--- src/rtl/gated_velocity_estimator_defines.svh ---
// Assertion macros for the gated velocity estimator.
`ifndef GATED_VELOCITY_ESTIMATOR_DEFINES_SVH
`define GATED_VELOCITY_ESTIMATOR_DEFINES_SVH

// Check that a condition holds at every clock edge out of reset.
`define GVE_ASSERT(lbl, cond, msg) \
    lbl: assert property (@(posedge clk) disable iff (!rst_n) (cond)) else $error(msg);

// Check that a condition implies another in the same cycle.
`define GVE_IMPLY(lbl, ante, cons, msg) \
    lbl: assert property (@(posedge clk) disable iff (!rst_n) (ante) |-> (cons)) \
        else $error(msg);

// Check that a condition implies another in the next cycle.
`define GVE_NEXT(lbl, ante, cons, msg) \
    lbl: assert property (@(posedge clk) disable iff (!rst_n) (ante) |=> (cons)) \
        else $error(msg);

`endif

--- src/rtl/gve_ram.sv ---
// Generic single-port-write, registered-read RAM.
`default_nettype none

module gve_ram #(
    parameter int WIDTH = 33,
    parameter int DEPTH = 32
) (
    input  wire logic                     clk,
    input  wire logic                     we,
    input  wire logic [$clog2(DEPTH)-1:0] waddr,
    input  wire logic [WIDTH-1:0]         wdata,
    input  wire logic [$clog2(DEPTH)-1:0] raddr,
    output logic      [WIDTH-1:0]         rdata
);

    logic [WIDTH-1:0] mem [DEPTH];

    always_ff @(posedge clk)
    begin
        if (we)
        begin
            mem[waddr] <= wdata;
        end
        rdata <= mem[raddr];
    end

endmodule

`default_nettype wire

--- config.mk ---
export PLATFORM = sky130hd
export DESIGN_NAME = gve_ram
export DESIGN_NICKNAME = d
export VERILOG_FILES = /design/src/rtl/gated_velocity_estimator_defines.svh /design/src/rtl/gve_ram.sv
export SDC_FILE = /design/constraint.sdc
export NUM_CORES = 1
export LEC_CHECK = 0
export BUFFER_PORTS_ARGS = -buffer_cell sky130_fd_sc_hd__buf_2
export CAP_MARGIN = 20
export CORE_MARGIN = 1
export CORE_UTILIZATION = 60
export CTS_CLUSTER_DIAMETER = 200
export DETAILED_ROUTE_END_ITERATION = 8
export PLACE_DENSITY = 0.78
export SYNTH_ARGS = -nofsm -noshare
export SYNTH_HDL_FRONTEND = slang
export SYNTH_SLANG_ARGS = --single-unit
--- constraint.sdc ---
create_clock -name clk -period 4.7 [get_ports clk]
set_input_delay 0.47 -clock clk [delete_from_list [all_inputs] [get_ports clk]]
set_output_delay 0.47 -clock clk [all_outputs]
set_load 0.005 [all_outputs]
# Word level (Yosys, flattened, before mapping)
# Memory sizes are Yosys's and may differ from the RTL's. A register that Yosys moved wholly into a read port is not among the register bits.
# Cells that the tools add are included.
[classes]
multipliers = 0
order_cmp = 0
shifts = 0
div_mod_pow = 0
bitwise_logic = 0
muxes = 2
reduce_logical = 0
n_addsub = 0
eq_ne = 0
[ops]
columns = ["op", "n"]
rows = [
  ["2-to-1 mux 1 bit", 2],
]
[word_totals]
out_inout_bits = 33
input_bits = 45
latch_bits = 0
register_bits = 0
mem_bits_rw = 1056
elab_cells = 3
mem_count = 1
rom_bits = 0
[mem_list]
columns = ["memory", "depth", "word_bits", "read_ports", "rd_clocked_by_memory_dff", "write_ports", "line", "text"]
rows = [
  ["mem", 32, 33, 1, 1, 1, "gve_ram.sv:16", "logic [WIDTH-1:0] mem [DEPTH];"],
]

# Depth between registers and ports, before layout
[depth]
word_depth = 2
ltp_mapped = 8

# Least setup slack after synthesis
# No wires, ideal clock.
[synth_timing]
path_kind = "input-to-reg"
from = "input port waddr[1]"
to = "memory mem[12][0] (enable)"
path_slack_ps = 1753
arrival_ps = 2524
cell_stages = 3
required_ps = 4277
cell_sequence = "or3b_2 > clkbuf_1 > nor2_1"
[synth_rtl]
columns = ["element", "line", "text"]
rows = [
  ["from (decl)", "gve_ram.sv:10", "input wire logic [$clog2(DEPTH)-1:0] waddr,"],
  ["to (decl)", "gve_ram.sv:16", ""],
]
# Straight into the memory's write port.

==> results.py <==
metrics = {
    "sta": {
        "relSlewSlack": 0.244,
        "whs_ns": 0.358,
        "setup_violations": 0,
        "rsz0062_at_grt": "no",
        "worst_slack_ns": 2.23,
        "fin_crit_ns": 2.47,
        "worstMarginPinSlew_ns": 1.13,
        "max_freq_ghz": 0.404,
        "final.period_utilization": 0.526,
        "hold_viol": 0,
        "finClkSkew_ns": 0.0226,
        "final-max-slew-violation-count": 0,
        "setup_tns_ns": 0,
    },
    "floorplanning": {
        "core_sq_um": 68800,
        "ios": 78,
        "die-width_um": 266,
        "initial_core_util": 0.608,
        "rows": 96,
        "die_area_sq_um": 70800,
        "die_y_um": 266,
    },
    "drt": {
        "wirelength_mm": 96.1,
        "vias": 21900,
        "wl_per_cell_um": 27.9,
        "first_pass_iters": 7,
        "ant_nets": 0,
        "initialDrtViolationCount": 2702,
        "vias_per_cell": 6.36,
        "drc": 0,
    },
    "layout": {
        "area_delta_synth_final_pct": 12.4,
        "final_common_cell": "edfxtp_1",
        "layoutNonFillerInstCount": 3448,
        "final_cell_mix": "edfxtp_1, mux2i_1, clkbuf_16, nand3_1, nand2_1",
        "drive_above_1_share": 0.126,
        "nNetsFinal": 2473,
        "final_area_sq_um": 47000,
    },
    "global_routing": {
        "grt_overflow": 0,
        "antenna_found_initial": 7,
        "met1_usage": 0.388,
        "grt_pass1_wl_mm": 141,
        "grt_pass1_vias": 21900,
        "use_met2": 0.426,
        "grt_max_degree": 133,
        "track_usage": 0.274,
        "grt.busiest_layer": "met2",
        "grt_use_met3": 0.0607,
    },
    "synth": {
        "ys_seq_area_frac": 0.774,
        "synth_area_sq_um": 41800,
        "yosys_warnings": 0,
        "synth.avg_cell_area_sq_um": 17.9,
        "ys_seq_elements": 1089,
        "synth.distinct_cells": 25,
        "postSynthCellCount": 2332,
        "syn_nets": 2377,
    },
    "placed_design": {
        "io_buffer_count": 77,
        "dpl.cell_count": 3246,
        "gp_congestion": 0.829,
        "place_hpwl_mm": 55.1,
        "pre_cts_ws_ns": 1.56,
        "dpl-instance-area_sq_um": 43500,
    },
    "cts": {
        "clock_latency_ns": 0.65,
        "cts_tree": "yes",
        "clkSinkCount": 1089,
        "cts_buffer_depth": 3,
        "cts_resized": 0,
        "postCtsSetupBuffers": 0,
        "cts_max_level": 3,
        "clk_pin_slew_ns": 0.06,
        "cts_hold_buf": 0,
        "root_buffer": "clkbuf_16",
        "cts_made_buffers": 102,
    },
    "power_and_ir_drop": {
        "vdd_drop_max_mv": 0.315,
        "p_per_area_nw_per_um2": 426,
        "leakage_uw": 0.0164,
    },
    "critical_path": {
        "r2r_cells": 5,
        "cp.required_ns": 5.22,
        "critPathBufInv": 3,
        "start_kind": "input pin",
        "critPathSlowestCell": "nor2b_4",
        "endpoint_kind": "register",
        "crit_family": "buffers and inverters",
        "cp.depth": 8,
        "path_class": "in2reg",
        "crit_path_max_incr_delay_ns": 0.56,
        "worstPathMaxFanout": 36,
        "cp_common_cell": "buf_4",
        "worstPathArrival_ns": 2.99,
        "path_cells": "buf_2, nor2b_4, buf_4, buf_4, a22o_1, nor3_1, a31oi_1, nand3_1",
    },
    "job": {
        "cap_viol_max_count": 0,
    },
    "run_status": {
        "outcome": "completed",
    },
    "hold_path": {
        "hold_path.class": "in2reg",
        "min_path_cells": 1,
    },
}
## stage by stage
step	total power (uW)	utilization
finish	20000	0.683
detailed placement	12100	0.631
CTS	20100	0.680
global placement	12000	0.626
floorplan	11600	-
global route	20500	0.683
## cell families after synthesis
| logic type | count (synthesis) | share of synthesized area |
|---|---|---|
| AO/OA/AOI/OAI | 297 | 0.0484 |
| buffers and inverters | 134 | 0.0203 |
| flip-flops | 1089 | 0.774 |
| multiplexers | 528 | 0.126 |
| AND/OR/NAND/NOR | 284 | 0.0307 |
## cell type report
type / instances / area (sq um)
timing repair buffer: 126 / 1240
clock buffer: 136 / 2900
fill: 4237 / 21800
antenna: 2 / 5.00
tap: 931 / 1160
sequential: 1089 / 32400
multi-input combinational: 1109 / 8870
clock inverter: 55 / 453
## cells in the mapped netlist (all sizes together)
master / count / share of area
a22oi: 99 / 0.018
a31oi: 33 / 0.0049
clkbuf: 42 / 0.0039
buf: 92 / 0.016
nand2b: 2 / 0.00030
nor2b: 2 / 0.00030
or3b: 3 / 0.00063
or2: 1 / 0.00015
nor3: 33 / 0.0039
nor2: 34 / 0.0031
nand2: 101 / 0.0091
or3: 1 / 0.00015
edfxtp: 1056 / 0.76
nand3: 101 / 0.012
dfxtp: 33 / 0.016
and2: 1 / 0.00015
a22o: 66 / 0.014
nand3b: 5 / 0.00090
a21oi: 99 / 0.012
mux2i: 528 / 0.13
## power by group
part           internal (uW)  total [uW]  switching, uW
logic                    323        1030            707
clock network           4700        8150           3450
registers              10800       10900           56.1
total                  15800       20000           4220
## metal layers
layer  up-vias  part of all wire
met2      1152              0.48
met5         -           0.00014
li1       9462                 -
met3       158              0.10
met4         2             0.026
met1     11200              0.39
## worst reg2reg max path, cell delays in order, from the launching register on
cell	delay, ns
edfxtp_1	0.38
mux2i_1	0.20
a22o_1	0.17
nor3_1	0.09
a31oi_1	0.46
nand3_1	0.24
## worst paths after layout
check | startpoint | end | slack [ns]
hold / removal | wdata[26] | mem[24][26] | 0.36
hold reg to reg | mem[27][7] | rdata[7] | 0.60
setup / recovery | raddr[2] | rdata[20] | 2.23
setup reg to reg | mem[1][14] | rdata[14] | 2.97
## registers in the layout (all words and copies together), names as in the netlist
name / cells
mem: 1056
rdata: 33
(Power assumes the default switching activity.)
