<file path="src/rtl/gated_velocity_estimator_defines.svh">
// Assertion macros for the gated velocity estimator.
`ifndef GATED_VELOCITY_ESTIMATOR_DEFINES_SVH
`define GATED_VELOCITY_ESTIMATOR_DEFINES_SVH

// Check that a condition holds at every clock edge out of reset.
`define GVE_ASSERT(lbl, cond, msg) \
    lbl: assert property (@(posedge clk) disable iff (!rst_n) (cond)) else $error(msg);

// Check that a condition implies another in the same cycle.
`define GVE_IMPLY(lbl, ante, cons, msg) \
    lbl: assert property (@(posedge clk) disable iff (!rst_n) (ante) |-> (cons)) \
        else $error(msg);

// Check that a condition implies another in the next cycle.
`define GVE_NEXT(lbl, ante, cons, msg) \
    lbl: assert property (@(posedge clk) disable iff (!rst_n) (ante) |=> (cons)) \
        else $error(msg);

`endif

</file>
<file path="src/rtl/gve_pkg.sv">
// Shared types and constants of the gated velocity estimator.
`default_nettype none

package gve_pkg;

    localparam int GVE_MAX_WINDOW = 32;

    localparam logic [5:0]  INTERVAL_RST = 6'd8;
    localparam logic [15:0] SCALE_RST    = 16'd8192;

    // Register index codes, taken from paddr[2]
    localparam logic REG_INTERVAL = 1'b0;
    localparam logic REG_SCALE    = 1'b1;

    // -100.0 in Q8.8
    localparam logic [15:0] POS_INVALID = 16'h9C00;

    // Gate: 25*d^2 < (512*len*gap)^2
    localparam int GATE_NUM  = 25;
    localparam int LIM_SHIFT = 18;

    // Speed limits in Q8.16
    localparam logic [23:0] SPD_MAX = 24'h7FFFFF;
    localparam logic [23:0] SPD_MIN = 24'h800000;
    localparam int          SPD_MAG_LIM = 8388608;

    typedef struct packed {
        logic busy;
        logic done;
    } div_status_t;

endpackage

`default_nettype wire

</file>
<file path="src/rtl/gve_div.sv">
// Unsigned restoring divider, two quotient bits per cycle.
`default_nettype none

module gve_div
    import gve_pkg::*;
#(
    parameter int DN = 38,
    parameter int DD = 10
) (
    input  wire logic          clk,
    input  wire logic          rst_n,
    input  wire logic          start,
    input  wire logic [DN-1:0] dividend,
    input  wire logic [DD-1:0] divisor,
    output logic      [DN-1:0] quotient,
    output div_status_t        status
);

    localparam int STEPS = (DN + 1) / 2;
    localparam int PN    = 2 * STEPS;
    localparam int CNTW  = $clog2(STEPS + 1);

    logic [DD:0]     rem_reg;
    logic [PN-1:0]   quo_reg;
    logic [DD-1:0]   dsr_reg;
    logic [CNTW-1:0] cnt_reg;
    logic            busy_reg;
    logic            done_reg;

    logic [DD:0]     rem_next;
    logic [PN-1:0]   quo_next;

    // Two shift-subtract steps
    always_comb
    begin
        rem_next = rem_reg;
        quo_next = quo_reg;
        for (int i = 0; i < 2; i++)
        begin
            rem_next = {rem_next[DD-1:0], quo_next[PN-1]};
            quo_next = {quo_next[PN-2:0], 1'b0};
            if (rem_next >= {1'b0, dsr_reg})
            begin
                rem_next    = rem_next - {1'b0, dsr_reg};
                quo_next[0] = 1'b1;
            end
        end
    end

    always_ff @(posedge clk or negedge rst_n)
    begin
        if (!rst_n)
        begin
            busy_reg <= 1'b0;
            done_reg <= 1'b0;
            cnt_reg  <= '0;
        end
        else
        begin
            done_reg <= 1'b0;
            if (start)
            begin
                busy_reg <= 1'b1;
                cnt_reg  <= CNTW'(STEPS);
            end
            else if (busy_reg)
            begin
                cnt_reg <= cnt_reg - CNTW'(1);
                if (cnt_reg == CNTW'(1))
                begin
                    busy_reg <= 1'b0;
                    done_reg <= 1'b1;
                end
            end
        end
    end

    always_ff @(posedge clk)
    begin
        if (start)
        begin
            rem_reg <= '0;
            quo_reg <= PN'(dividend);
            dsr_reg <= divisor;
        end
        else if (busy_reg)
        begin
            rem_reg <= rem_next;
            quo_reg <= quo_next;
        end
    end

    assign quotient    = quo_reg[DN-1:0];
    assign status.busy = busy_reg;
    assign status.done = done_reg;

endmodule

`default_nettype wire

</file>
<file path="config.mk">
export PLATFORM = sky130hd
export DESIGN_NAME = gve_div
export DESIGN_NICKNAME = d
export VERILOG_FILES = /design/src/rtl/gated_velocity_estimator_defines.svh /design/src/rtl/gve_pkg.sv /design/src/rtl/gve_div.sv
export SDC_FILE = /design/constraint.sdc
export NUM_CORES = 1
export LEC_CHECK = 0
export BUFFER_PORTS_ARGS = -buffer_cell sky130_fd_sc_hd__buf_2
export CAP_MARGIN = 20
export CORE_MARGIN = 10
export CORE_UTILIZATION = 49
export DETAILED_ROUTE_END_ITERATION = 6
export PLACE_DENSITY = 0.75
export SYNTH_ARGS = -nofsm -noshare
export SYNTH_HDL_FRONTEND = slang
export SYNTH_SLANG_ARGS = --single-unit
</file>
<file path="constraint.sdc">
create_clock -name clk -period 3.91 [get_ports clk]
set_input_delay 0.1955 -clock clk [delete_from_list [all_inputs] [get_ports clk]]
set_output_delay 0.1955 -clock clk [all_outputs]
set_load 0.03 [all_outputs]
</file>
After elaboration in Yosys (flattened, before gate mapping)
Index checks and enable logic that the tools add are counted.
Widths: inputs -> output; s select.
{ "word_totals": {"elab_cells": 27, "output_inout_bits": 40, "register_bits": 65, "input_bits": 51} }
{ "op_classes": {"order_cmp": 2, "addsub": 3, "n_eq_ne": 1, "n_reduce_logical": 1, "mux": 14} }
{ "op_table": {"columns": ["op", "n"], "rows": [
  ["$mux 38", 2],
  ["$ge 11x10->1", 2],
  ["$mux 10", 2],
  ["$sub 10x10->10", 2],
  ["$mux 5", 2],
  ["$mux 1", 8],
  ["$eq 5x1->1 const B", 1],
  ["$sub 5x1->5 const B", 1],
  ["$reduce_bool 2->1", 1]
]} }

Logic depth before layout (Yosys ltp)
{ "logic_depth": {"depth_word": 6, "ltp_mapped": 17} }

Worst setup path after synthesis
Ideal clock, no wire load.
{ "synth_path": {"path_type": "reg-to-reg", "from": "register quo_reg[37] (netlist: quotient[37])", "to": "register rem_reg[5]", "slack_ns": -0.011, "arrival_ns": 3.848, "period_less_slack_ns": 3.921, "path_buffers": 1, "path_stages_with_launch": 16, "path_cell_list": "edfxtp_1 inv_1 ha_1 nor2b_1 o2111ai_1 and4bb_1 o21bai_2 buf_6 mux2_2 ha_1 or4_1 o2111ai_1 nand2_1 and2_4 or4b_1 o211ai_2"} }
{ "synth_between": {"elab_chain_len": 4, "elab_cells_between_ends": 6} }
{ "synth_lines": {"columns": ["item", "line", "source"], "rows": [
  ["start: declaration", "gve_div.sv:24", "logic [PN-1:0] quo_reg;"],
  ["start signal: assignment", "gve_div.sv:83", "quo_reg <= PN'(dividend);"],
  ["start signal: assignment", "gve_div.sv:89", "quo_reg <= quo_next;"],
  ["$sub 10x10->10 or $ge 11x10->1 (tied branches)", "gve_div.sv:44, gve_div.sv:42", null],
  ["$mux 10 (*)", "gve_div.sv:42", "if (rem_next >= {1'b0, dsr_reg})"],
  ["$sub 10x10->10 or $ge 11x10->1 (tied branches)", "gve_div.sv:44, gve_div.sv:42", null],
  ["$mux 10 (*)", "gve_div.sv:42", null],
  ["end signal: assignment", "gve_div.sv:88", "rem_reg <= rem_next;"],
  ["end: declaration", "gve_div.sv:23", "logic [DD:0] rem_reg;"]
]} }
Every way passes the cells marked *; elsewhere a longest branch is shown, timed or not.
A chain may end at the register's enable or synchronous reset.

Worst setup path in the final report
{ "layout_path": {"from": "register dsr_reg[6]", "to": "register rem_reg[1]"} }
{ "layout_between": {"elab_chain_len": 4, "elab_cells_between_ends": 6} }
{ "layout_lines": {"columns": ["item", "line", "source"], "rows": [
  ["start: declaration", "gve_div.sv:25", "logic [DD-1:0] dsr_reg;"],
  ["start signal: assignment", "gve_div.sv:84", "dsr_reg <= divisor;"],
  ["$ge 11x10->1 or $sub 10x10->10 (tied branches)", "gve_div.sv:42, gve_div.sv:44", null],
  ["$mux 10", "gve_div.sv:42", null],
  ["$sub 10x10->10 or $ge 11x10->1 (tied branches)", "gve_div.sv:44, gve_div.sv:42", null],
  ["$mux 10 (*)", "gve_div.sv:42", null]
]} }
Marked as above.

==> impl_metrics.ini <==
[worst_setup_path]
crit_chain = inv_2, ha_4, a211oi_1, o21bai_1, and4bb_2, o21bai_4, buf_6, mux2_4, ha_2, or4_4, o2111ai_2, nand2_1, and2_4, or4b_1, o311ai_1
critPathBufInv = 2
worstPathRequired_ps = 4150
rr_startpoint = dsr_reg[6]
setup.worst_path.class = register to register
r2r_setup_slack_ps = 50
worst_r2r_endpoint = rem_reg[1]
rr_worst_depth = 15
worstPathArrival_ps = 4100
endpoint_kind = register
crit_fanout = 6
critPathTopFamily = simple AND/OR/NAND/NOR gates
cp-start-kind = register
critical_path.max_stage_delay_ps = 540
cp_slowest_cell = or4b_1

[floorplanning]
fp.dieW_um = 108
core_um2 = 7370
die_area_um2 = 11600
pin_count = 91
die_h_um = 108
start_util_pct = 51.1
placementRows = 31

[global_route]
antenna_found_initial = 0
grtUsageTotal_pct = 17.2
grt_pass1_vias = 3118
overflow = 0
grt_pass1_wl_mm = 15.8
grt_max_degree = 42

[timing]
finalSetupViolCount = 0
fin_ws_ps = 49.4
worstMarginPinSlew_ps = 935
timing.hold.ws_ps = 22.1
maxSlewViolCount = 0
clock-skew-final_ps = 6.77
slew_headroom_pct = 37.5
clock.fmax_mhz = 259
fin_crit_sh_pct = 98.7
layout_min_cycle_time_ps = 3860
finalHoldViolCount = 0
rsz0062_at_grt = true

[power]
p_int_uw = 2140
power.switching_uw = 1370
pwr-share-seq_pct = 27.1
clkPwrFrac_pct = 15.9
switching_share_pct = 39.0
powerDensity_nw_per_um2 = 710
leakagePower_uw = 0.00211
p_comb_share_pct = 57.0
ir_drop_mv = 0.412

[yosys]
synth.distinct_cells = 59
syn_area_um2 = 3770
postSynthCellCount = 314
synth.yosys.warnings = 0
synth_ff_type = edfxtp_1
synth_async_sr_flop_share_pct = 10.8
ys_seq_area_share_pct = 48.2
avgSynthCellArea_um2 = 12.0
syn-num-nets = 389
synth_seq_cells = 65
synth_edf_count = 48

[clock_network]
clk_pin_slew_ps = 70
htreeDepth = 3
clock_path_buffers = 2
numClockSinks = 65
cts_tree = yes
cts-root-buf = clkbuf_8
insertion_delay_ps = 340
cts_buffers = 9

[route]
viasPerCell = 5.54
ant_nets = 0
met2_length_mm = 4.74
met3_length_mm = 1.01
routed-via-count = 3009
drcViolationCount = 0
drt-total-wl_mm = 9.98
avgRoutedWirePerCell_um = 18.4
drtIter0Drc = 242
drtPass1Iterations = 4
top_layer_used = met4
met1_length_mm = 3.95

[placement]
portBuffers = 90
dp_slack_ps = -102
place_congestion = 0.937
dp_hpwl_mm = 7.46

[final_layout]
drive_gt1_share_pct = 50.2
num_antenna_cells = 0
n_fill_cell = 556
final_common_cell = buf_2
final_cell_mix = buf_2 (90), edfxtp_1 (48), mux2_2 (43)
multi_input_area_um2 = 2020
seq_area_um2 = 1820
nNetsFinal = 514
area_delta_synth_final_pct = 31.2
largest_reg_flops = 38

[flow_run]
max-cap-violations = 0

[hold_path]
hold_class = primary input to register
hold_start = divisor[7]
min_to = dsr_reg[7]
whs_path_depth = 1

[status]
outcome = finished, final reports clean
## power by group through the flow
stage	registers [uW]	logic, uW	clock network (uW)
6_report	950	2000	559
3_3_place_gp	946	1660	0
4_1_cts	939	1740	563
3_5_place_dp	949	1690	0
2_1_floorplan	1050	1060	0
5_1_grt	963	2140	596
## cells in the mapped netlist (all sizes together) (6+ instances only)
cell type  count  area (um^2)
dfxtp         10          200
nor2          20         82.6
clkbuf         8         30.0
xnor2          8         70.1
dfrtp          7          175
ha            22          275
nand2         23         88.8
nand2b         6         37.5
inv           19         71.3
o211ai         6         50.1
o21ai         10         50.1
mux2          46          522
a21oi          7         35.0
edfxtp        48         1440
## cell families after synthesis
group,Yosys count,share of synthesized area [%]
xor+xnor,12,2.79
mux,48,14.7
simple gates,83,12.2
compound gates,51,10.1
buf+inv,31,3.59
flops,65,48.2
fa+ha+maj,24,8.37
## worst max-delay path by stage
| stage | from | end | slack [ps] | cells after the start |
|---|---|---|---|---|
| 3_5_place_dp | dsr_reg[7] | rem_reg[1] | -100 | 15 |
| 4_1_cts | dsr_reg[3] | rem_reg[1] | 0.9 | 15 |
| 5_1_grt | dsr_reg[1] | rem_reg[1] | -60 | 16 |
| 3_3_place_gp | dsr_reg[3] | rem_reg[5] | 60 | 15 |
| 2_1_floorplan | quotient[37] | rem_reg[5] | 30 | 15 |
| 6_report | dsr_reg[6] | rem_reg[1] | 50 | 15 |
## per-stage QoR
stage          total power [uW]  instances  util, %  setup TNS (ps)  instance area, um^2
6_report                   3510        543     67.0               0                 4940
5_1_grt                    3700        543     67.0           -70.9                 4940
4_1_cts                    3240        534     63.8               0                 4700
3_5_place_dp               2640        517     60.7            -185                 4470
3_3_place_gp               2600        517     60.7               0                 4470
2_1_floorplan              2110        314        -               0                 3770
## layer usage
layer / up-vias / global-route usage [%]
met5: - / 0
met3: 26 / 7.01
met2: 130 / 27.5
li1: 1422 / -
met1: 1431 / 19.7
met4: 0 / 7.73
## timing repair
item                                    4_1_cts  5_1_grt
hold buffers                                  1        0
endpoints found under the setup margin        3        6
pin swaps                                     3        8
gates resized for setup                       8       33
endpoints found under the hold margin         7        0
setup buffers                                 0        9
## area by class of cell
class | count | share of cell area, %
sequential | 65 | 36.8
multi-input combinational | 218 | 40.8
inverter | 19 | 1.44
clock buffer | 11 | 2.66
tap | 99 | 2.51
timing repair buffer | 126 | 14.7
clock inverter | 5 | 1.11
No activity file was read; power rests on OpenSTA's default activity.
